`config.mk`:
```
export PLATFORM = sky130hd
export DESIGN_NAME = bgb_seq
export DESIGN_NICKNAME = d
export VERILOG_FILES = /design/src/rtl/core/bgb_pkg.sv /design/src/rtl/core/bgb_seq.sv
export SDC_FILE = /design/constraint.sdc
export NUM_CORES = 1
export LEC_CHECK = 0
export BUFFER_PORTS_ARGS = -buffer_cell sky130_fd_sc_hd__buf_2
export CAP_MARGIN = 20
export CORE_AREA = 2 2 87 89
export DETAILED_ROUTE_END_ITERATION = 7
export DIE_AREA = 0 0 89 91
export MAX_ROUTING_LAYER = met4
export PLACE_DENSITY_LB_ADDON = 0.15
export SETUP_SLACK_MARGIN = 0.1
export SLEW_MARGIN = 0
export SYNTH_ARGS = -nofsm -noshare
export SYNTH_HDL_FRONTEND = slang
export SYNTH_SLANG_ARGS = --single-unit
export TNS_END_PERCENT = 100
```
`constraint.sdc`:
```
create_clock -name clk -period 3.3 [get_ports clk]
set_clock_uncertainty 0.2 [all_clocks]
set_input_delay 0.99 -clock clk [delete_from_list [all_inputs] [get_ports clk]]
set_output_delay 0.99 -clock clk [all_outputs]
set_load 0.005 [all_outputs]
```
`src/rtl/core/bgb_pkg.sv`:
```
// Package: shared types and constants for the bitmap glyph blitter.
`timescale 1ns / 1ps
package bgb_pkg;

  localparam int GLYPH_COUNT_DEF = 128;
  localparam int GLYPH_SIZE      = 8;
  localparam int ROW_PIXELS      = 8;

  localparam int CODE_W   = 7;
  localparam int ROW_W    = 3;
  localparam int COL_W    = 3;
  localparam int BITS_W   = 8;
  localparam int COORD_W  = 11;
  localparam int STRIDE_W = 11;
  localparam int COLOR_W  = 24;
  localparam int ADDR_W   = 23;
  localparam int CFG_IDX_W  = 1;
  localparam int CFG_DATA_W = 24;

  localparam logic [STRIDE_W-1:0] STRIDE_RESET = 11'd640;
  localparam logic [COLOR_W-1:0]  COLOR_RESET  = 24'hFF0000;
  localparam logic [COL_W-1:0]    COL_LAST     = 3'd7;
  localparam logic [ROW_W-1:0]    ROW_LAST     = 3'd7;

  typedef enum logic {
    OP_LOAD = 1'b0,
    OP_DRAW = 1'b1
  } opcode_t;

  typedef enum logic [CFG_IDX_W-1:0] {
    CFG_ROW_STRIDE  = 1'b0,
    CFG_PIXEL_COLOR = 1'b1
  } cfg_index_t;

  typedef enum logic [1:0] {
    ST_IDLE,
    ST_FETCH,
    ST_SCAN,
    ST_FLUSH
  } seq_state_t;

  // Control from the sequencer to the address unit
  typedef struct packed {
    logic load;     // take a new base address from the origin
    logic step;     // advance by one pixel
    logic row_end;  // step wraps to the start of the next glyph row
  } addr_ctrl_t;

endpackage

```
`src/rtl/core/bgb_seq.sv`:
```
// Draw sequencer: row/column scan, pending-pixel hold and result register.
`timescale 1ns / 1ps
module bgb_seq
  import bgb_pkg::*;
#(
  parameter int GLYPH_COUNT = GLYPH_COUNT_DEF
) (
  input  logic                                      clk,
  input  logic                                      rst_n,
  input  logic                                      draw_go,
  input  logic [CODE_W-1:0]                         in_char_code,
  input  logic [BITS_W-1:0]                         rd_data,
  input  logic [ADDR_W-1:0]                         cur_address,
  input  logic [COLOR_W-1:0]                        pixel_color,
  output logic [$clog2(GLYPH_COUNT*GLYPH_SIZE)-1:0] rd_addr,
  output addr_ctrl_t                                ctrl,
  output logic                                      busy,
  output logic                                      out_strobe,
  output logic [ADDR_W-1:0]                         out_pixel_address,
  output logic [COLOR_W-1:0]                        out_pixel_value,
  output logic                                      out_last_write
);

  localparam int AW = $clog2(GLYPH_COUNT * GLYPH_SIZE);

  seq_state_t         state_r, state_nxt;
  logic [CODE_W-1:0]  code_r, code_nxt;
  logic [ROW_W-1:0]   row_r, row_nxt;
  logic [COL_W-1:0]   col_r, col_nxt;
  logic [BITS_W-1:0]  line_r, line_nxt;
  logic               pend_r, pend_nxt;
  logic [ADDR_W-1:0]  pend_addr_r, pend_addr_nxt;
  logic               strobe_r, strobe_nxt;
  logic [ADDR_W-1:0]  oaddr_r, oaddr_nxt;
  logic [COLOR_W-1:0] ovalue_r, ovalue_nxt;
  logic               olast_r, olast_nxt;
  logic [ROW_W-1:0]   rd_row;
  logic               pix_set;

  assign pix_set = line_r[col_r];
  assign rd_row  = row_r + ROW_W'(1);

  always_comb begin
    if (state_r == ST_IDLE) begin
      rd_addr = AW'({1'b0, in_char_code, {ROW_W{1'b0}}});
    end else begin
      rd_addr = AW'({1'b0, code_r, rd_row});
    end
  end

  always_comb begin
    state_nxt     = state_r;
    code_nxt      = code_r;
    row_nxt       = row_r;
    col_nxt       = col_r;
    line_nxt      = line_r;
    pend_nxt      = pend_r;
    pend_addr_nxt = pend_addr_r;
    strobe_nxt    = 1'b0;
    oaddr_nxt     = oaddr_r;
    ovalue_nxt    = ovalue_r;
    olast_nxt     = 1'b0;
    ctrl          = '0;
    case (state_r)
      ST_IDLE: begin
        if (draw_go) begin
          ctrl.load = 1'b1;
          code_nxt  = in_char_code;
          state_nxt = ST_FETCH;
        end
      end
      ST_FETCH: begin
        line_nxt  = rd_data;
        row_nxt   = '0;
        col_nxt   = '0;
        pend_nxt  = 1'b0;
        state_nxt = ST_SCAN;
      end
      ST_SCAN: begin
        ctrl.step    = 1'b1;
        ctrl.row_end = (col_r == COL_LAST);
        if (pix_set) begin
          // release the held pixel; it is not the last one
          strobe_nxt    = pend_r;
          oaddr_nxt     = pend_addr_r;
          ovalue_nxt    = pixel_color;
          pend_nxt      = 1'b1;
          pend_addr_nxt = cur_address;
        end
        col_nxt = col_r + COL_W'(1);
        if (col_r == COL_LAST) begin
          line_nxt = rd_data;
          row_nxt  = row_r + ROW_W'(1);
          if (row_r == ROW_LAST) begin
            state_nxt = ST_FLUSH;
          end
        end
      end
      ST_FLUSH: begin
        strobe_nxt = pend_r;
        oaddr_nxt  = pend_addr_r;
        ovalue_nxt = pixel_color;
        olast_nxt  = 1'b1;
        pend_nxt   = 1'b0;
        state_nxt  = ST_IDLE;
      end
      default: begin
        state_nxt = ST_IDLE;
      end
    endcase
  end

  always_ff @(posedge clk) begin
    if (!rst_n) begin
      state_r  <= ST_IDLE;
      pend_r   <= 1'b0;
      strobe_r <= 1'b0;
      olast_r  <= 1'b0;
    end else begin
      state_r  <= state_nxt;
      pend_r   <= pend_nxt;
      strobe_r <= strobe_nxt;
      olast_r  <= olast_nxt;
    end
  end

  always_ff @(posedge clk) begin
    code_r      <= code_nxt;
    row_r       <= row_nxt;
    col_r       <= col_nxt;
    line_r      <= line_nxt;
    pend_addr_r <= pend_addr_nxt;
    oaddr_r     <= oaddr_nxt;
    ovalue_r    <= ovalue_nxt;
  end

  assign busy              = (state_r != ST_IDLE);
  assign out_strobe        = strobe_r;
  assign out_pixel_address = oaddr_r;
  assign out_pixel_value   = ovalue_r;
  assign out_last_write    = olast_r;

endmodule

```
---- Word level (Yosys, flattened, before mapping) ----
Cells that the tools add are included.
word-level totals
  memory bits (writable) .................. 0
  flip-flop bits (word level) ............. 96
  bits in latches ......................... 0
  memory bits (read-only) ................. 0
  word-level logic and storage cells ...... 59
  memories kept ........................... 0
cells by class
  equal/unequal tests ..................... 9
  multiply operators ...................... 0
  div/mod/pow operators ................... 0
  shift operators ......................... 0
  add/subtract/negate cells ............... 2
  muxes and demuxes ....................... 24
  reductions and logical operators ........ 12
  bitwise logic cells ..................... 0
  $lt $le $gt $ge ......................... 1
operators by type and width
  operator                                                    count
  one-hot mux 24 bit (2 select lines)                         1
  one-hot mux 23 bit (2 select lines)                         1
  two-way mux 24 bit                                          1
  two-way mux 23 bit                                          1
  one-hot mux 8 bit (2 select lines)                          1
  one-hot mux 3 bit (2 select lines)                          2
  two-way mux 10 bit                                          1
  AND reduction 2 bit                                         5
  two-way mux 2 bit                                           4
  two-way mux 8 bit                                           1
  != test 2 bit, second input constant                        4
  one-hot mux 2 bit (4 select lines)                          1
  nonzero test 2 bit                                          4
  adder 3 x 1 -> 3 bit, second input constant                 2
  equality test 3 bit, second input constant                  2
  two-way mux 1 bit                                           6
  equality test 2 bit, second input constant                  2
  less-than comparator 3 x 4 -> 1 bit, second input constant  1
  one-hot mux 1 bit (2 select lines)                          2
  binary-select mux 1 bit (select 3 bit)                      1
  two-way mux 3 bit                                           1
  AND reduction 3 bit                                         1
  equality test 2 x 1 -> 1 bit, second input constant         1
  logical NOT 2 bit                                           1
  OR reduction 2 bit                                          1

---- Longest topological paths before layout ----
  word-level depth ........................ 4
  gate-level depth with buffers ........... 6
  depth with buffers taken out ............ 6

---- Least setup slack after synthesis ----
Ideal clock, no wire load.
  kind .................................... reg-to-reg
  from .................................... register col_r[0]
  to ...................................... register oaddr_r[0], in the netlist out_pixel_address[0], enable pin
  stages on the path, launching flop included .. 6
  buffers on the path ..................... 1
  period minus slack after synthesis ...... 2.537 ns
  setup time .............................. 0.383 ns
  slack ................................... 0.763 ns
  required time ........................... 2.717 ns
  arrival time ............................ 1.954 ns
  cells stage by stage .................... edfxtp_1 -> buf_6 -> mux2_4 -> a2bb2oi_1 -> and3_4 -> a21o_2
between the ends
  longest elaborated chain between the ends .. 4
ends and longest elaborated chain
  item                                     RTL line        text
  start, declared                          bgb_seq.sv:29   logic [COL_W-1:0] col_r, col_nxt;
  start signal, assigned                   bgb_seq.sv:130  col_r <= col_nxt;
  binary-select mux 1 bit (select 3 bit)   bgb_seq.sv:40   assign pix_set = line_r[col_r];
  two-way mux 1 bit (not written as such)  bgb_seq.sv:40
  != test 2 bit (no source line)           -
  AND reduction 2 bit (no source line)     -
  end signal, assigned                     bgb_seq.sv:133  oaddr_r <= oaddr_nxt;
  end, declared                            bgb_seq.sv:34   logic [ADDR_W-1:0] oaddr_r, oaddr_nxt;
No other way between the ends. The select of a mux whose other input is x is not followed.
A chain may end at the register's enable or synchronous reset.

==> metrics.csv <==
metric,value,unit
crit_path_max_fanout,13,
drive_above_1_share,0.521,
fmax,342,MHz
viasPerCell,4.44,
use_met1,0.174,
hold_class,reg -> reg,
fin_crit,2920,ps
ys_warn_count,0,
rsz0062_at_grt,no,
comb_power_share,0.259,
root_buffer,clkbuf_8,
grt_antenna_before_repair,0,
placed_area,4110,sq um
drc,0,
die_w,89,microns
insertion_delay,350,ps
use_met3,0.0373,
n_antenna_cell,0,
cts.sinks,96,
coreArea,7140,sq um
holdWs,224,ps
final_cells,402,
synth-seq-cells,96,
postRouteAntennaNets,0,
grt_pass1_vias,1793,
ys_types,26,
drtIter0Drc,57,
p_seq_frac,0.540,
path_class,reg -> out,
die_h,91,microns
fin_area,4290,sq um
min_period_over_period,0.885,
fin_setup_tns,0,ps
tightest_slew,525,ps
mostFrequentLayoutCells,"127 x buf_2, 91 x edfxtp_1, 9 x clkbuf_8",
utilization,0.602,
cts_hold_buf,0,
arrival,1730,ps
hold_viol_final,0,
worst_slack,380,ps
place.gp.congestion,0.725,
pin_count,128,
synth_seq_area_share,0.850,
internal-power,2.48,mW
nNetsFinal,372,
p_per_area,812,nW/um^2
slew_viol_final,0,
pre_cts_slack,509,ps
dieArea,8100,sq um
hpwl,3950,microns
port_buffers,127,
power,3.49,mW
syn_area_per_cell,20.8,sq um
ir_worst_vdd,474,uV
maxCapViolCount,0,
synthCells,160,
netlist_area,3330,sq um
grtUsageMet2,0.225,
switching_share,0.288,
routed_wl,5370,microns
rows,31,
grt.overflow.total,0,
ctsResizeCount,0,
p_leak,1.75,nW
start_util,0.467,
status,finished clean,
numCtsBuffers,9,
layout_commonest_cell,buf_2,
cts_buffer_depth,2,
avgRoutedWirePerCell,13.4,microns
cts_tree,built,
setup_viol,0,
clkTransAtPathRegs,100,ps
clkPwrFrac,0.201,
drtPass1Iterations,3,
cp-start-kind,flop,
grt_pass1_wl,8500,microns
grt_usage,0.145,
busiest_layer,met2,
cts.htree.levels,3,
worst_ep_required_time,2110,ps
slew-limit-headroom,0.650,
grt_max_degree,25,
vias,1784,
cts_setup_buffers,0,
dp_cells,386,
switching_power,1.00,mW
endpoint_kind,primary output,
area_delta_synth_final,28.9,%
syn_nets,234,
layout make-up:
class	instances	area, sq um
fill	593	2840
sequential	96	2830
timing repair buffer	130	671
multi-input combinational	57	467
clock buffer	9	124
tap	99	124
clock inverter	7	60.1
inverter	4	15.0
path summary, 6_finish.rpt:
check                                     start                     to  slack [ps]  depth (start not counted)
worst min-delay path            pend_addr_r[22]  out_pixel_address[22]         220                          0
worst max-delay path                 state_r[0]                ctrl[2]         380                          4
worst max register to register         col_r[0]  out_pixel_address[19]         900                          5
worst min register to register  pend_addr_r[22]  out_pixel_address[22]         220                          0
synth_stat cells:
cell | instances | area share
nor2b_1 | 6 | 0.011
and3_1 | 1 | 0.0019
a2bb2oi_1 | 1 | 0.0026
o211a_1 | 1 | 0.0030
nand2_1 | 2 | 0.0023
and3_4 | 1 | 0.0034
mux2i_1 | 4 | 0.012
nor2_1 | 7 | 0.0079
a22oi_1 | 1 | 0.0023
mux2_4 | 1 | 0.0045
buf_1 | 1 | 0.0011
clkbuf_1 | 1 | 0.0011
o31ai_1 | 1 | 0.0023
and2_1 | 7 | 0.013
mux2_2 | 7 | 0.024
nand3_1 | 3 | 0.0045
dfxtp_1 | 5 | 0.030
buf_6 | 1 | 0.0034
a21o_1 | 1 | 0.0023
and2_2 | 1 | 0.0023
a21oi_1 | 1 | 0.0015
a21o_2 | 1 | 0.0026
edfxtp_1 | 91 | 0.82
ha_1 | 9 | 0.034
o211ai_1 | 1 | 0.0023
inv_1 | 4 | 0.0045
logic make-up after synthesis:
family	count (synthesis)	synth area share
flops	96	0.850
simple gates	28	0.0466
compound gates	8	0.0188
mux	12	0.0402
buf+inv	7	0.0101
fa+ha+maj	9	0.0338
power groups by stage:
stage	sequential (mW)	clock, mW	combinational, mW
detailed placement	1.92	0	0.916
floorplan	1.91	0	0.507
finish	1.88	0.701	0.903
CTS	1.89	0.733	0.920
global route	1.93	0.777	1.03
global placement	1.91	0	0.905
per-layer routing:
metal | vias up | routed length, microns
li1 | 886 | -
met1 | 804 | 2210
met2 | 81 | 2650
met3 | 13 | 384
met4 | 0 | 123
met5 | - | 0
state kept, by name, summed over array words and instances (netlist names):
name and cells:
state_r 2, code_r 7, col_r 3, out_pixel_value 24
out_pixel_address 23, line_r 8, out_strobe 1, pend_r 1
pend_addr_r 23, row_r 3, out_last_write 1
worst max-delay path: stages (launching register included):
cell,delay (ps)
dfxtp_1,350
inv_1,120
ha_2,350
and2_1,380
buf_2,180
Power figures use the tool's default switching activity.
