## config.mk

```make
export PLATFORM = sky130hd
export DESIGN_NAME = bgb_addr_unit
export DESIGN_NICKNAME = d
export VERILOG_FILES = /design/src/rtl/core/bgb_pkg.sv /design/src/rtl/core/bgb_addr_unit.sv
export SDC_FILE = /design/constraint.sdc
export NUM_CORES = 1
export LEC_CHECK = 0
export BUFFER_PORTS_ARGS = -buffer_cell sky130_fd_sc_hd__buf_2
export CAP_MARGIN = 20
export CORE_AREA = 5 5 159 161
export CTS_CLUSTER_DIAMETER = 50
export DETAILED_ROUTE_END_ITERATION = 7
export DIE_AREA = 0 0 164 166
export PLACE_DENSITY = 0.45
export SLEW_MARGIN = 20
export SYNTH_ARGS = -nofsm -noshare
export SYNTH_HDL_FRONTEND = slang
export SYNTH_SLANG_ARGS = --single-unit
```

## constraint.sdc

```tcl
create_clock -name clk -period 8.09 [get_ports clk]
set_clock_uncertainty 0.2 [all_clocks]
set_input_delay 0.809 -clock clk [delete_from_list [all_inputs] [get_ports clk]]
set_output_delay 0.809 -clock clk [all_outputs]
set_load 0.01 [all_outputs]
```

## src/rtl/core/bgb_pkg.sv

```systemverilog
// Package: shared types and constants for the bitmap glyph blitter.
`timescale 1ns / 1ps
package bgb_pkg;

  localparam int GLYPH_COUNT_DEF = 128;
  localparam int GLYPH_SIZE      = 8;
  localparam int ROW_PIXELS      = 8;

  localparam int CODE_W   = 7;
  localparam int ROW_W    = 3;
  localparam int COL_W    = 3;
  localparam int BITS_W   = 8;
  localparam int COORD_W  = 11;
  localparam int STRIDE_W = 11;
  localparam int COLOR_W  = 24;
  localparam int ADDR_W   = 23;
  localparam int CFG_IDX_W  = 1;
  localparam int CFG_DATA_W = 24;

  localparam logic [STRIDE_W-1:0] STRIDE_RESET = 11'd640;
  localparam logic [COLOR_W-1:0]  COLOR_RESET  = 24'hFF0000;
  localparam logic [COL_W-1:0]    COL_LAST     = 3'd7;
  localparam logic [ROW_W-1:0]    ROW_LAST     = 3'd7;

  typedef enum logic {
    OP_LOAD = 1'b0,
    OP_DRAW = 1'b1
  } opcode_t;

  typedef enum logic [CFG_IDX_W-1:0] {
    CFG_ROW_STRIDE  = 1'b0,
    CFG_PIXEL_COLOR = 1'b1
  } cfg_index_t;

  typedef enum logic [1:0] {
    ST_IDLE,
    ST_FETCH,
    ST_SCAN,
    ST_FLUSH
  } seq_state_t;

  // Control from the sequencer to the address unit
  typedef struct packed {
    logic load;     // take a new base address from the origin
    logic step;     // advance by one pixel
    logic row_end;  // step wraps to the start of the next glyph row
  } addr_ctrl_t;

endpackage

```

## src/rtl/core/bgb_addr_unit.sv

```systemverilog
// Pixel address unit: base multiply, then one shared adder stepping per pixel.
`timescale 1ns / 1ps
module bgb_addr_unit
  import bgb_pkg::*;
(
  input  logic                clk,
  input  addr_ctrl_t          ctrl,
  input  logic [COORD_W-1:0]  x_origin,
  input  logic [COORD_W-1:0]  y_origin,
  input  logic [STRIDE_W-1:0] row_stride,
  output logic [ADDR_W-1:0]   pixel_address
);

  logic [ADDR_W-1:0]             addr_r;
  logic [ADDR_W-1:0]             addr_nxt;
  logic [ADDR_W-1:0]             wrap_r;
  logic [COORD_W+STRIDE_W-1:0]   line_base;
  logic [ADDR_W-1:0]             operand;

  assign line_base = y_origin * row_stride;
  // step of one pixel, or from column 7 back to column 0 of the next line
  assign operand   = ctrl.row_end ? wrap_r : ADDR_W'(1);

  always_comb begin
    addr_nxt = addr_r;
    if (ctrl.load) begin
      addr_nxt = ADDR_W'(line_base) + ADDR_W'(x_origin);
    end else if (ctrl.step) begin
      addr_nxt = addr_r + operand;
    end
  end

  always_ff @(posedge clk) begin
    addr_r <= addr_nxt;
    if (ctrl.load) begin
      wrap_r <= ADDR_W'(row_stride) - ADDR_W'(ROW_PIXELS - 1);
    end
  end

  assign pixel_address = addr_r;

endmodule

```

## Yosys cells after proc, flatten, opt, wreduce, memory -nomap -nowiden

Index checks and enable logic that the tools add are counted.

- Output and inout port bits: 23
- Memories kept: 0
- Memory bits (read-only): 0
- Logic and storage cells: 10
- Latch bits: 0
- Register bits: 46
- Bits in writable memories: 0

- $add $sub $neg: 3
- $lt $le $gt $ge: 0
- Div/mod/pow operators: 0
- Mux-type cells: 3
- Equality and inequality tests: 0
- Shift-type cells: 0
- Bitwise gates (word level): 0
- Multiply operators: 1
- Reductions and logical operators: 1

Operator list:

| kind | count |
|---|---|
| $mux W23 | 3 |
| $add A22 B11 Y23 | 1 |
| $add A23 B23 Y23 | 1 |
| $mul A11 B11 Y22 | 1 |
| $sub A11 B3 Y12 const B | 1 |
| $reduce_bool A2 Y1 | 1 |

## Depth between registers and ports, before layout

Gate-level depths: netlist of run 1.

- Depth in word-level cells: 4
- Depth in mapped cells: 20
- Depth with buffers taken out: 19

## Worst setup path before layout of run 1

Ideal clock, no wire load.

- Kind: input port to flip-flop
- Start: input row_stride[3]
- End: register addr_r[22] (netlist: pixel_address[22]), data pin
- Slack: 2252 ps
- Path buffers: 2
- Stages: 19
- Data arrival time: 5369 ps
- Cell sequence: clkbuf_1 > clkbuf_1 > nand2_1 > fa_1 > fa_1 > fa_1 > inv_1 > fa_1 > inv_1 > fa_1 > inv_1 > ha_1 > a21oi_1 > o21ai_0 > a21oi_1 > o21ai_0 > a41oi_1 > xor2_1 > a32oi_1

- Cells in the longest elaborated chain, start to end: 3

Ends and longest elaborated chain:

| item | RTL line | text |
|---|---|---|
| start: declaration | bgb_addr_unit.sv:10 | `input logic [STRIDE_W-1:0] row_stride,` |
| $mul A11 B11 Y22 | bgb_addr_unit.sv:20 | `assign line_base = y_origin * row_stride;` |
| $add A22 B11 Y23 | bgb_addr_unit.sv:27 | `addr_nxt = ADDR_W'(line_base) + ADDR_W'(x_origin);` |
| $mux W23 | bgb_addr_unit.sv:26 | `if (ctrl.load) begin` |
| via addr_nxt[22] | bgb_addr_unit.sv:15 | `logic [ADDR_W-1:0] addr_nxt;` |
| end signal: assignment | bgb_addr_unit.sv:34 | `addr_r <= addr_nxt;` |
| end: declaration | bgb_addr_unit.sv:14 | `logic [ADDR_W-1:0] addr_r;` |

The timed path passes the listed nets, and every way through them passes these cells.
A chain may end at the register's enable or synchronous reset.

## Worst setup path after layout of run 1

- Start: input row_stride[2]
- End: register addr_r[22] (netlist: pixel_address[22]), data pin

The elaborated chain is that of the path after synthesis.

==> qor_table.md, run 1 <==
| Item | Value | Unit |
|---|---|---|
| Fraction of synthesized cell area taken by the top area cell type | 0.266 | - |
| Nets@finish | 1039 | - |
| Unrepaired setup endpoints after global routing | no | - |
| Sequence of cells on the critical path | buf_2 -> nand2_1 -> fa_1 -> fa_1 -> fa_1 -> inv_1 -> fa_1 -> inv_1 -> fa_1 -> inv_1 -> ha_1 -> a21oi_1 -> o21ai_0 -> a21oi_1 -> o21ai_0 -> a41oi_1 -> xor2_1 -> a32oi_1 | - |
| Global-route wire length before repair | 29.4 | mm |
| Vertical die dimension | 166 | um |
| Number of clock buffers inserted by TritonCTS | 5 | - |
| Global router's overall resource usage | 0.132 | - |
| Cell types with the largest area share after synthesis | sky130_fd_sc_hd__fa_1 (27%), sky130_fd_sc_hd__ha_1 (15%), sky130_fd_sc_hd__edfxtp_1 (15%) | - |
| Number of ports placed on the die boundary | 60 | - |
| Leakage component of the power | 3.79 | nW |
| Max Slew Vio Count | 0 | - |
| Required time at the worst-slack endpoint | 7.90 | ns |
| Share of async-settable or async-resettable flops after synthesis | 0 | - |
| Fraction of synthesized cell area in xor and xnor cells | 0.0562 | - |
| Startpoint types | input port | - |
| Number of distinct standard cells referenced by the synthesized netlist | 44 | - |
| Number of hold buffers added after CTS | 0 | - |
| Worst path top cell family by delay | adder cells | - |
| Core Footprint | 23800 | um^2 |
| DRC Markers | 0 | - |
| Final setup slack of the worst path | 2.31 | ns |
| Total of max-cap violations | 0 | - |
| Multiplexer fraction of the synthesized cell area | 0.0116 | - |
| Antenna violation net count after detailed routing | 0 | - |
| Routed wire length | 17.2 | mm |
| Count of antenna diodes in the layout | 0 | - |
| Cells after synthesis | 790 | - |
| Fraction of the mapped netlist area in adder cells | 0.419 | - |
| Time the worst path needs with I/O delays and setup | 5.78 | ns |
| Detailed router's first-iteration violation count | 209 | - |
| Worst Setup Path Type | input port to flop | - |
| Worst Path Arrival | 5.58 | ns |
| Flip-flop and latch count after synthesis | 35 | - |
| Root buffer cell | sky130_fd_sc_hd__clkbuf_16 | - |
| Run status | completed | - |
| Slowest stage cell, crit path | sky130_fd_sc_hd__fa_1 | - |
| Mean instance size in the synthesized netlist | 8.87 | um^2 |
| Post-CTS Setup Inserts | 0 | - |
| Met1 Usage GRT | 0.197 | - |
| Via count of the first global-routing pass | 5597 | - |
| Overall via count from detail_route | 5252 | - |
| Gp weighted congestion | 0.827 | - |
| Synth area leader | sky130_fd_sc_hd__fa_1 | - |
| Detail-routed via count per cell | 4.57 | - |
| Met3 track demand over resource in global routing | 0.00918 | - |
| Fraction of layout cells with a size suffix above 1 | 0.0934 | - |
| Clock tree sinks | 35 | - |
| Capturing element type of the critical path | flop | - |
| Cell area after placement | 7580 | um^2 |
| TritonCTS clock tree | built | - |
| Standard-cell rows | 57 | - |
| Post-synthesis instance area | 7010 | um^2 |
| Worst slack at placement | 2.00 | ns |
| Combinational family with the most area after synthesis | adder cells | - |
| Crit-path max cell delay | 0.57 | ns |
| Met2 Resource Use GR | 0.212 | - |
| Hold violation count in the final report | 0 | - |
| Number of enable-type register cells in the synthesized netlist | 35 | - |
| Highest fanout seen on the critical path | 15 | - |
| Simple logic cell fraction of the synthesized area | 0.160 | - |
| Die area | 27200 | um^2 |
| Highest ir drop seen on vdd | 156 | uV |
| Worst-Margin Slew | 0.898 | ns |
| Ratio of final minimum period to clock period | 0.714 | - |
| Pin count of the biggest net entering global routing | 52 | - |
| Pwr/cell area | 336 | nW/um^2 |
| Antenna violations before repair | 0 | - |
| Number of buffers and inverters on the critical path | 4 | - |
| Die Width | 164 | um |
| Clock input transition at the sequential cells of the worst setup and hold paths | 0.06 | ns |
| Flip-flop cell with the highest count after synthesis | sky130_fd_sc_hd__edfxtp_1 | - |
| Buffers on Ports | 59 | - |
| Worst rel slew slack | 0.386 | - |
| Total power consumption of the routed design | 2.61 | mW |
| Class of the worst hold path | flop to flop | - |
| Initial DRT Pass Iterations | 4 | - |
| Buffers from clock root to sink, at most | 2 | - |
| Hold WS | 0.561 | ns |
| Design Area, Final | 7760 | um^2 |
| Synthesis-to-finish area growth | 10.6 | % |
| Seq/Total Area, Yosys | 0.150 | - |
| Number of synthesis warnings | 0 | - |
| Setup-violating endpoint count in the final report | 0 | - |
| Accumulated negative setup slack | 0 | ns |
| Post-detail-place hpwl | 14.5 | mm |
| Deepest level of the CTS H-tree | 2 | - |
| Cell type with the highest occurrence count on the critical path | sky130_fd_sc_hd__fa_1 | - |
| GRT busiest layer | met2 | - |
| Net count of the mapped netlist | 1006 | - |
| Aggregate global routing overflow | 0 | - |
| Starting density of the core | 0.294 | - |
| Final routed wire length divided by cell count | 15.0 | um |
| Clk Latency, worst-skew pair | 0.29 | ns |
| Maximum achievable frequency | 0.173 | GHz |
| Resize count post-CTS | 0 | - |
| Share of the synthesized area in compound gates (AO/OA/AOI/OAI) | 0.111 | - |
[metrics by stage]
step,std cells,utilization
2_1_floorplan,790,-
3_3_place_gp,1140,0.318
3_5_place_dp,1140,0.318
4_1_cts,1148,0.326
5_1_grt,1148,0.326
6_report,1148,0.326
[synthesized netlist by cell type (8+ instances only)]
| master | count |
|---|---|
| sky130_fd_sc_hd__nand3_1 | 10 |
| sky130_fd_sc_hd__xor2_1 | 24 |
| sky130_fd_sc_hd__fa_1 | 93 |
| sky130_fd_sc_hd__a21o_1 | 12 |
| sky130_fd_sc_hd__xnor2_1 | 21 |
| sky130_fd_sc_hd__nor2_1 | 16 |
| sky130_fd_sc_hd__o21ai_0 | 31 |
| sky130_fd_sc_hd__a21oi_1 | 38 |
| sky130_fd_sc_hd__ha_1 | 86 |
| sky130_fd_sc_hd__and2_1 | 60 |
| sky130_fd_sc_hd__inv_1 | 136 |
| sky130_fd_sc_hd__edfxtp_1 | 35 |
| sky130_fd_sc_hd__nand2b_1 | 8 |
| sky130_fd_sc_hd__nand2_1 | 114 |
| sky130_fd_sc_hd__clkbuf_1 | 33 |
[area by class of cell]
cell class	count	area (um^2)
clock inverters	3	47.5
repair buffers	60	303
clock buffers	5	125
inverters	136	510
multi-input cells	585	5310
well taps	324	405
fillers	2550	16100
flip-flops and latches	35	1050
[report_power, final]
| part | internal, mW | total [mW] | leakage, nW | switching (mW) |
|---|---|---|---|---|
| Clock | 0.147 | 0.229 | 0.0844 | 0.0816 |
| Combinational | 0.819 | 2.02 | 3.35 | 1.21 |
| Sequential | 0.314 | 0.354 | 0.355 | 0.0404 |
| Total | 1.28 | 2.61 | 3.79 | 1.33 |
[worst register-to-register path, delay by kind of cell, from the launching register on]
family / cells / cell delay [ns]
AOI/OAI and AO/OA: 4 / 0.82
xor gates and xnor gates: 1 / 0.19
adders and majority gates: 1 / 0.43
DFF: 1 / 0.31
muxes: 1 / 0.09
and+or+nand+nor: 2 / 0.76
[path summary, 6_finish.rpt]
path | from | end | slack, ns | cells past startpoint
max | row_stride[2] | pixel_address[22] | 2.31 | 18
min | pixel_address[0] | pixel_address[0] | 0.56 | 2
max reg2reg | wrap_r[21] | pixel_address[21] | 5.03 | 9
min reg2reg | pixel_address[0] | pixel_address[0] | 0.56 | 2
[cells in the final DEF, fill, tap and decap left out, types with 12 or more instances in the layout]
master	n
sky130_fd_sc_hd__o21ai_0	31
sky130_fd_sc_hd__and2_1	60
sky130_fd_sc_hd__a21oi_1	38
sky130_fd_sc_hd__a21o_1	12
sky130_fd_sc_hd__fa_1	93
sky130_fd_sc_hd__xor2_1	24
sky130_fd_sc_hd__nand2_1	114
sky130_fd_sc_hd__ha_1	86
sky130_fd_sc_hd__edfxtp_1	35
sky130_fd_sc_hd__xnor2_1	21
sky130_fd_sc_hd__buf_2	59
sky130_fd_sc_hd__nor2_1	16
sky130_fd_sc_hd__inv_1	136
[registers in the layout, indices dropped and copies added (netlist names)]
| name | flops |
|---|---|
| pixel_address | 23 |
| wrap_r | 12 |
[routing by layer]
layer | wire length [um] | vias up
met5 | 0 | -
met4 | 162 | 0
met3 | 499 | 9
met2 | 7720 | 83
met1 | 8820 | 2539
li1 | - | 2621
[kinds of logic (layout without fill, tap and decap cells)]
kind of cell,count (synthesis),in the layout
buffers and inverters,170,204
DFF,35,35
adders and majority gates,179,179
AOI/OAI and AO/OA,121,121
muxes,8,8
xor gates and xnor gates,45,45
and+or+nand+nor,232,232
No activity file was read; power rests on OpenSTA's default activity.
==> inputs of run 2 (changes only) <==
Settings changed: ABC_AREA set to 1, CORE_AREA 5 5 159 161 to 5 5 169 171, DIE_AREA 0 0 164 166 to 0 0 174 176, PLACE_DENSITY 0.45 to 0.46.
Clock period 8.09 ns to 5.1 ns, I/O delays scaled along.
==> run 2 against run 1 <==
Synthesized cell count is 46% higher. Combinational power is 82% higher. Sequential share of layout area is 1.8 points lower. Clock power is 39% higher. Critical path type unchanged. Sequential cell count stayed put.
==> qor_table.md, run 2 <==
| Item | Value | Unit |
|---|---|---|
| Fraction of the mapped netlist area in adder cells | 0.371 | - |
| Aggregate global routing overflow | 0 | - |
| Count of antenna diodes in the layout | 0 | - |
| Worst-Margin Slew | 0.815 | ns |
| Hold WS | 0.424 | ns |
| Post-detail-place hpwl | 18.1 | mm |
| Number of distinct standard cells referenced by the synthesized netlist | 32 | - |
| Number of flip-flops in the largest register | 23 | - |
| Die area | 30600 | um^2 |
| Gp weighted congestion | 0.845 | - |
| Number of enable-type register cells in the synthesized netlist | 35 | - |
| Number of synthesis warnings | 0 | - |
| DRC Markers | 0 | - |
| Number of hold buffers added after CTS | 0 | - |
| Design Area, Final | 8980 | um^2 |
| Max Slew Vio Count | 0 | - |
| Fraction of layout cells with a size suffix above 1 | 0.105 | - |
| Clk Latency, worst-skew pair | 0.29 | ns |
| Worst Path Arrival | 4.66 | ns |
| Reg-to-reg setup timing slack | 2.48 | ns |
| Startpoint types | input port | - |
| Antenna violation net count after detailed routing | 0 | - |
| Pin count of the biggest net entering global routing | 41 | - |
| Cell type with the highest occurrence count on the critical path | sky130_fd_sc_hd__nand2_1 | - |
| Global-route wire length before repair | 34.9 | mm |
| Ratio of final minimum period to clock period | 0.944 | - |
| Clock input transition at the sequential cells of the worst setup and hold paths | 0.07 | ns |
| Cell types with the largest area share after synthesis | sky130_fd_sc_hd__fa_1 (24%), sky130_fd_sc_hd__nand2_1 (19%), sky130_fd_sc_hd__inv_1 (14%) | - |
| Global router's overall resource usage | 0.138 | - |
| Hold violation count in the final report | 0 | - |
| Pwr/cell area | 506 | nW/um^2 |
| Overall via count from detail_route | 6765 | - |
| Initial DRT Pass Iterations | 4 | - |
| Deepest level of the CTS H-tree | 2 | - |
| Combinational family with the most area after synthesis | adder cells | - |
| Detail-routed via count per cell | 4.30 | - |
| Via count of the first global-routing pass | 7140 | - |
| TritonCTS clock tree | built | - |
| Leakage component of the power | 5.47 | nW |
| Standard-cell rows | 60 | - |
| Highest ir drop seen on vdd | 236 | uV |
| Total of max-cap violations | 0 | - |
| Starting density of the core | 0.296 | - |
| Vertical die dimension | 176 | um |
| Root buffer cell | sky130_fd_sc_hd__clkbuf_16 | - |
| Final routed wire length divided by cell count | 13.0 | um |
| Time the worst path needs with I/O delays and setup | 4.81 | ns |
| Required time at the worst-slack endpoint | 4.95 | ns |
| Total power consumption of the routed design | 4.55 | mW |
| Buffers on Ports | 59 | - |
| Fraction of synthesized cell area taken by the top area cell type | 0.235 | - |
| Cell with the most instances after synthesis | sky130_fd_sc_hd__nand2_1 | - |
| Most frequent cells in the layout | sky130_fd_sc_hd__nand2_1 (393), sky130_fd_sc_hd__inv_1 (304), sky130_fd_sc_hd__fa_1 (93) | - |
| Number of clock buffers inserted by TritonCTS | 5 | - |
| Share of async-settable or async-resettable flops after synthesis | 0 | - |
| Leading cell type in the layout, fill and taps excluded | sky130_fd_sc_hd__nand2_1 | - |
| Post-synthesis instance area | 7910 | um^2 |
| Synth area leader | sky130_fd_sc_hd__fa_1 | - |
| Routed wire length | 20.4 | mm |
| Flip-flop and latch count after synthesis | 35 | - |
| Share of the synthesized area in compound gates (AO/OA/AOI/OAI) | 0.0376 | - |
| Net count of the mapped netlist | 1370 | - |
| Mean instance size in the synthesized netlist | 6.86 | um^2 |
| Worst Setup Path Type | input port to flop | - |
| Simple logic cell fraction of the synthesized area | 0.284 | - |
| Crit-path max cell delay | 0.54 | ns |
| Sequence of cells on the critical path | buf_2 -> nand2_1 -> fa_1 -> fa_1 -> inv_1 -> fa_1 -> fa_1 -> inv_1 -> fa_1 -> inv_1 -> ha_1 -> nand2_2 -> nor2_1 -> nand2_1 -> nand3_1 -> nand2_1 -> nand2_1 -> nand2_1 -> nand3_1 -> nand2_1 | - |
| Maximum achievable frequency | 0.208 | GHz |
| Cells after synthesis | 1154 | - |
| Unrepaired setup endpoints after global routing | no | - |
| Capturing element type of the critical path | flop | - |
| Cell area after placement | 8830 | um^2 |
| Class of the worst hold path | input port to flop | - |
| Number of ports placed on the die boundary | 60 | - |
| Synthesis-to-finish area growth | 13.5 | % |
| Fraction of synthesized cell area in xor and xnor cells | 0.0166 | - |
| Nets@finish | 1448 | - |
| Flip-flop cell with the highest count after synthesis | sky130_fd_sc_hd__edfxtp_1 | - |
| Highest fanout seen on the critical path | 9 | - |
| Clock tree sinks | 35 | - |
| Seq/Total Area, Yosys | 0.133 | - |
| Worst rel slew slack | 0.456 | - |
| Die Width | 174 | um |
| Post-CTS Setup Inserts | 0 | - |
| Core Footprint | 26700 | um^2 |
| Multiplexer fraction of the synthesized cell area | 0 | - |
| Most common library cells after synthesis | sky130_fd_sc_hd__nand2_1 (394), sky130_fd_sc_hd__inv_1 (304), sky130_fd_sc_hd__fa_1 (93) | - |
| Run status | completed | - |
| Detailed router's first-iteration violation count | 270 | - |
| Antenna violations before repair | 0 | - |
| Slowest stage cell, crit path | sky130_fd_sc_hd__fa_1 | - |
| Setup-violating endpoint count in the final report | 0 | - |
| Buffers from clock root to sink, at most | 2 | - |
==> run 2: changes by cell type in the layout (fill, tap and decap cells not counted), moves of 17 or more <==
cell | previous run | this run
sky130_fd_sc_hd__and2_1 | 60 | 7
sky130_fd_sc_hd__nand2_1 | 114 | 393
sky130_fd_sc_hd__nand3_1 | 10 | 45
sky130_fd_sc_hd__o21ai_0 | 31 | 14
sky130_fd_sc_hd__buf_4 | 1 | 40
sky130_fd_sc_hd__inv_1 | 136 | 304
sky130_fd_sc_hd__xnor2_1 | 21 | 1
sky130_fd_sc_hd__nor2_1 | 16 | 51
==> run 2: timing repair <==
item                                    in CTS  in global routing
hold endpoints to repair                     0                  0
gates resized for setup                      0                  4
endpoints found under the setup margin       0                  6
==> run 2: layout make-up <==
class | count | area [um^2]
repair buffers | 99 | 598
multi-input cells | 787 | 5620
fillers | 2967 | 17700
clock buffers | 5 | 125
flip-flops and latches | 35 | 1050
inverters | 304 | 1140
clock inverters | 3 | 20.0
well taps | 341 | 427
==> run 2: logic make-up after synthesis <==
| logic type | after synthesis |
|---|---|
| XOR/XNOR | 15 |
| AO/OA/AOI/OAI | 57 |
| AND/OR/NAND/NOR | 536 |
| flip-flops | 35 |
| buffers and inverters | 332 |
| adder cells (fa/ha/maj) | 179 |
==> run 2: per-layer routing <==
metal / wire, um / vias up / global-route usage
li1: - / 3565 / -
met1: 10400 / 3126 / 0.192
met2: 9440 / 65 / 0.243
met3: 450 / 9 / 0.0111
met4: 143 / 0 / 0.0185
met5: 0 / - / 0
==> run 2: worst paths after layout <==
check              startpoint                end  cells after the start
max reg2reg        wrap_r[21]  pixel_address[19]                     11
min reg2reg  pixel_address[0]   pixel_address[0]                      3
min            row_stride[10]         wrap_r[21]                      2
max               y_origin[5]  pixel_address[20]                     20
==> run 2: critical path: cells and delay by family <==
kind | cells | cell delay, ns
adder cells (fa/ha/maj) | 6 | 2.83
AND/OR/NAND/NOR | 10 | 0.98
buffers and inverters | 4 | 0.35
==> run 2: per-stage QoR <==
step | TNS (ns) | instances | setup slack, ns | utilization
3_5_place_dp | -0.520 | 1566 | -0.125 | 0.330
4_1_cts | 0 | 1574 | 0.190 | 0.336
2_1_floorplan | 0 | 1154 | 0.153 | -
6_report | 0 | 1574 | 0.286 | 0.336
3_3_place_gp | -0.178 | 1566 | -0.0966 | 0.330
5_1_grt | 0 | 1574 | 0.0229 | 0.336
==> run 2: power breakdown <==
part / leakage, nW / total, mW / internal [mW] / switching [mW]
combinational: 5.05 / 3.68 / 1.41 / 2.27
clock: 0.0658 / 0.318 / 0.180 / 0.137
sequential: 0.356 / 0.550 / 0.479 / 0.0717
==> inputs of run 3 (changes only) <==
Settings changed: CORE_AREA 5 5 169 171 to 5 5 161 179, DIE_AREA 0 0 174 176 to 0 0 166 184.
==> run 3 against run 2 <==
Global-route usage hardly changed. Critical path depth unchanged. Non-clock buffer count did not move. Sequential power is 2% lower. Final cell count is 1.0% higher. Setup slack worse by 0.028 ns. Critical path type unchanged. First-iteration DRC count decreased by 12%. Largest cell class unchanged. Worst hold slack got worse by 0.010 ns. Clock-buffer cell count unchanged.
==> qor_table.md, run 3 (synthesized netlist as in run 2, its figures left out) <==
| Item | Value | Unit |
|---|---|---|
| Run status | completed | - |
| Starting density of the core | 0.296 | - |
| Pwr/cell area | 513 | nW/um^2 |
| Detailed router's first-iteration violation count | 237 | - |
| Total power consumption of the routed design | 4.63 | mW |
| DRC Markers | 0 | - |
| Vertical die dimension | 184 | um |
| Area used by sequential logic in the layout | 1050 | um^2 |
| Met3 track demand over resource in global routing | 0.00903 | - |
| Global-route wire length before repair | 35.2 | mm |
| Final core utilization | 0.338 | - |
| Core Footprint | 26700 | um^2 |
| Number of ports placed on the die boundary | 60 | - |
| Total of max-cap violations | 0 | - |
| Synthesis-to-finish area growth | 14.1 | % |
| Ratio of final minimum period to clock period | 0.949 | - |
| Buffers from clock root to sink, at most | 2 | - |
| Antenna violation net count after detailed routing | 0 | - |
| Detail-routed via count per cell | 4.26 | - |
| Die area | 30500 | um^2 |
| Multi-input combinational cell area | 5620 | um^2 |
| Maximum achievable frequency | 0.207 | GHz |
| Post-CTS Setup Inserts | 0 | - |
| Capturing element type of the critical path | flop | - |
| Setup-violating endpoint count in the final report | 0 | - |
| Via count of the first global-routing pass | 7139 | - |
| Buffers on Ports | 59 | - |
| Cell type with the highest occurrence count on the critical path | sky130_fd_sc_hd__nand2_1 | - |
| Highest fanout seen on the critical path | 7 | - |
| Post-detail-place hpwl | 18.1 | mm |
| Most frequent cells in the layout | sky130_fd_sc_hd__nand2_1 (393), sky130_fd_sc_hd__inv_1 (304), sky130_fd_sc_hd__fa_1 (93) | - |
| Die Width | 166 | um |
| Clk Latency, worst-skew pair | 0.29 | ns |
| Crit-path max cell delay | 0.57 | ns |
| Global router's overall resource usage | 0.139 | - |
| Filler instances | 2954 | - |
| GRT busiest layer | met2 | - |
| Root buffer cell | sky130_fd_sc_hd__clkbuf_16 | - |
| Number of clock buffers inserted by TritonCTS | 5 | - |
| Hold violation count in the final report | 0 | - |
| Overall via count from detail_route | 6774 | - |
| Worst path top cell family by delay | adder cells | - |
| Met1 Usage GRT | 0.180 | - |
| Worst slack at placement | -0.0998 | ns |
| Worst Setup Path Type | input port to flop | - |
| Clock input transition at the sequential cells of the worst setup and hold paths | 0.06 | ns |
| Count of antenna diodes in the layout | 0 | - |
| Worst rel slew slack | 0.455 | - |
| Startpoint types | input port | - |
| Slowest stage cell, crit path | sky130_fd_sc_hd__fa_1 | - |
| Number of flip-flops in the largest register | 23 | - |
| Highest ir drop seen on vdd | 221 | uV |
| Number of hold buffers added after CTS | 0 | - |
| Resize count post-CTS | 0 | - |
| Number of buffers and inverters on the critical path | 4 | - |
| Worst-Margin Slew | 0.817 | ns |
| Aggregate global routing overflow | 0 | - |
| Sequence of cells on the critical path | buf_2 -> nand2_1 -> fa_1 -> fa_1 -> fa_1 -> inv_1 -> fa_1 -> inv_1 -> fa_1 -> inv_1 -> ha_1 -> nand2_1 -> nor2_1 -> nand2_1 -> nand2_1 -> nand3_1 -> nand2_1 -> nand2_1 -> nand3_1 -> nand2_1 | - |
| Gp weighted congestion | 0.840 | - |
| Final routed wire length divided by cell count | 12.8 | um |
| Initial DRT Pass Iterations | 5 | - |
| Antenna violations before repair | 0 | - |
| Met2 Resource Use GR | 0.259 | - |
| Deepest level of the CTS H-tree | 2 | - |
| TritonCTS clock tree | built | - |
| Max Slew Vio Count | 0 | - |
| Pin count of the biggest net entering global routing | 41 | - |
| Routed wire length | 20.4 | mm |
| Leakage component of the power | 5.49 | nW |
| Final setup slack of the worst path | 0.259 | ns |
| Class of the worst hold path | input port to flop | - |
| Standard-cell rows | 63 | - |
| Leading cell type in the layout, fill and taps excluded | sky130_fd_sc_hd__nand2_1 | - |
| Unrepaired setup endpoints after global routing | no | - |
| Required time at the worst-slack endpoint | 4.94 | ns |
| Fraction of layout cells with a size suffix above 1 | 0.105 | - |
| Nets@finish | 1448 | - |
| Worst Path Arrival | 4.68 | ns |
| Clock tree sinks | 35 | - |
| Time the worst path needs with I/O delays and setup | 4.84 | ns |
## run 3: final timing paths
path                                  startpoint                end  slack [ns]  cells after the start
worst max-delay path                 y_origin[7]  pixel_address[18]        0.26                     20
worst min-delay path               row_stride[0]          wrap_r[0]        0.41                      2
worst max register to register        wrap_r[21]  pixel_address[21]        2.44                     12
worst min register to register  pixel_address[0]   pixel_address[0]        0.48                      3
## run 3: per-layer routing
metal | part of all wire | vias to the layer above
li1 | - | 3562
met2 | 0.50 | 73
met5 | 0 | -
met3 | 0.021 | 10
met1 | 0.47 | 3129
met4 | 0.0096 | 0
## run 3: metrics by stage
stage	cells	area, um^2	hold slack [ns]	TNS, ns
final	1590	9030	0.414	0
after global routing	1590	9030	0.445	0
after CTS	1590	9020	0.418	0
after detailed placement	1582	8850	0.464	-0.674
after global placement	1582	8850	0.456	-0.585
after floorplan	1154	7910	0.422	0
## run 3: cell type report
type | instances | share of cell area
Clock inverter | 3 | 0.00513
Multi-Input combinational cell | 787 | 0.623
Tap cell | 357 | 0.0495
Clock buffer | 5 | 0.0139
Sequential cell | 35 | 0.116
Inverter | 304 | 0.126
Timing Repair Buffer | 99 | 0.0662
## run 3: worst register-to-register path: cells and delay by family (launching register included)
family,cells,cell delay [ns]
adder cells (fa/ha/maj),1,0.47
buffers and inverters,1,0.24
flip-flops,1,0.35
AND/OR/NAND/NOR,10,1.14
## run 3: power by group
part	switching (mW)	total, mW	internal [mW]
clock	0.136	0.368	0.233
combinational	2.28	3.72	1.44
sequential	0.0616	0.540	0.478
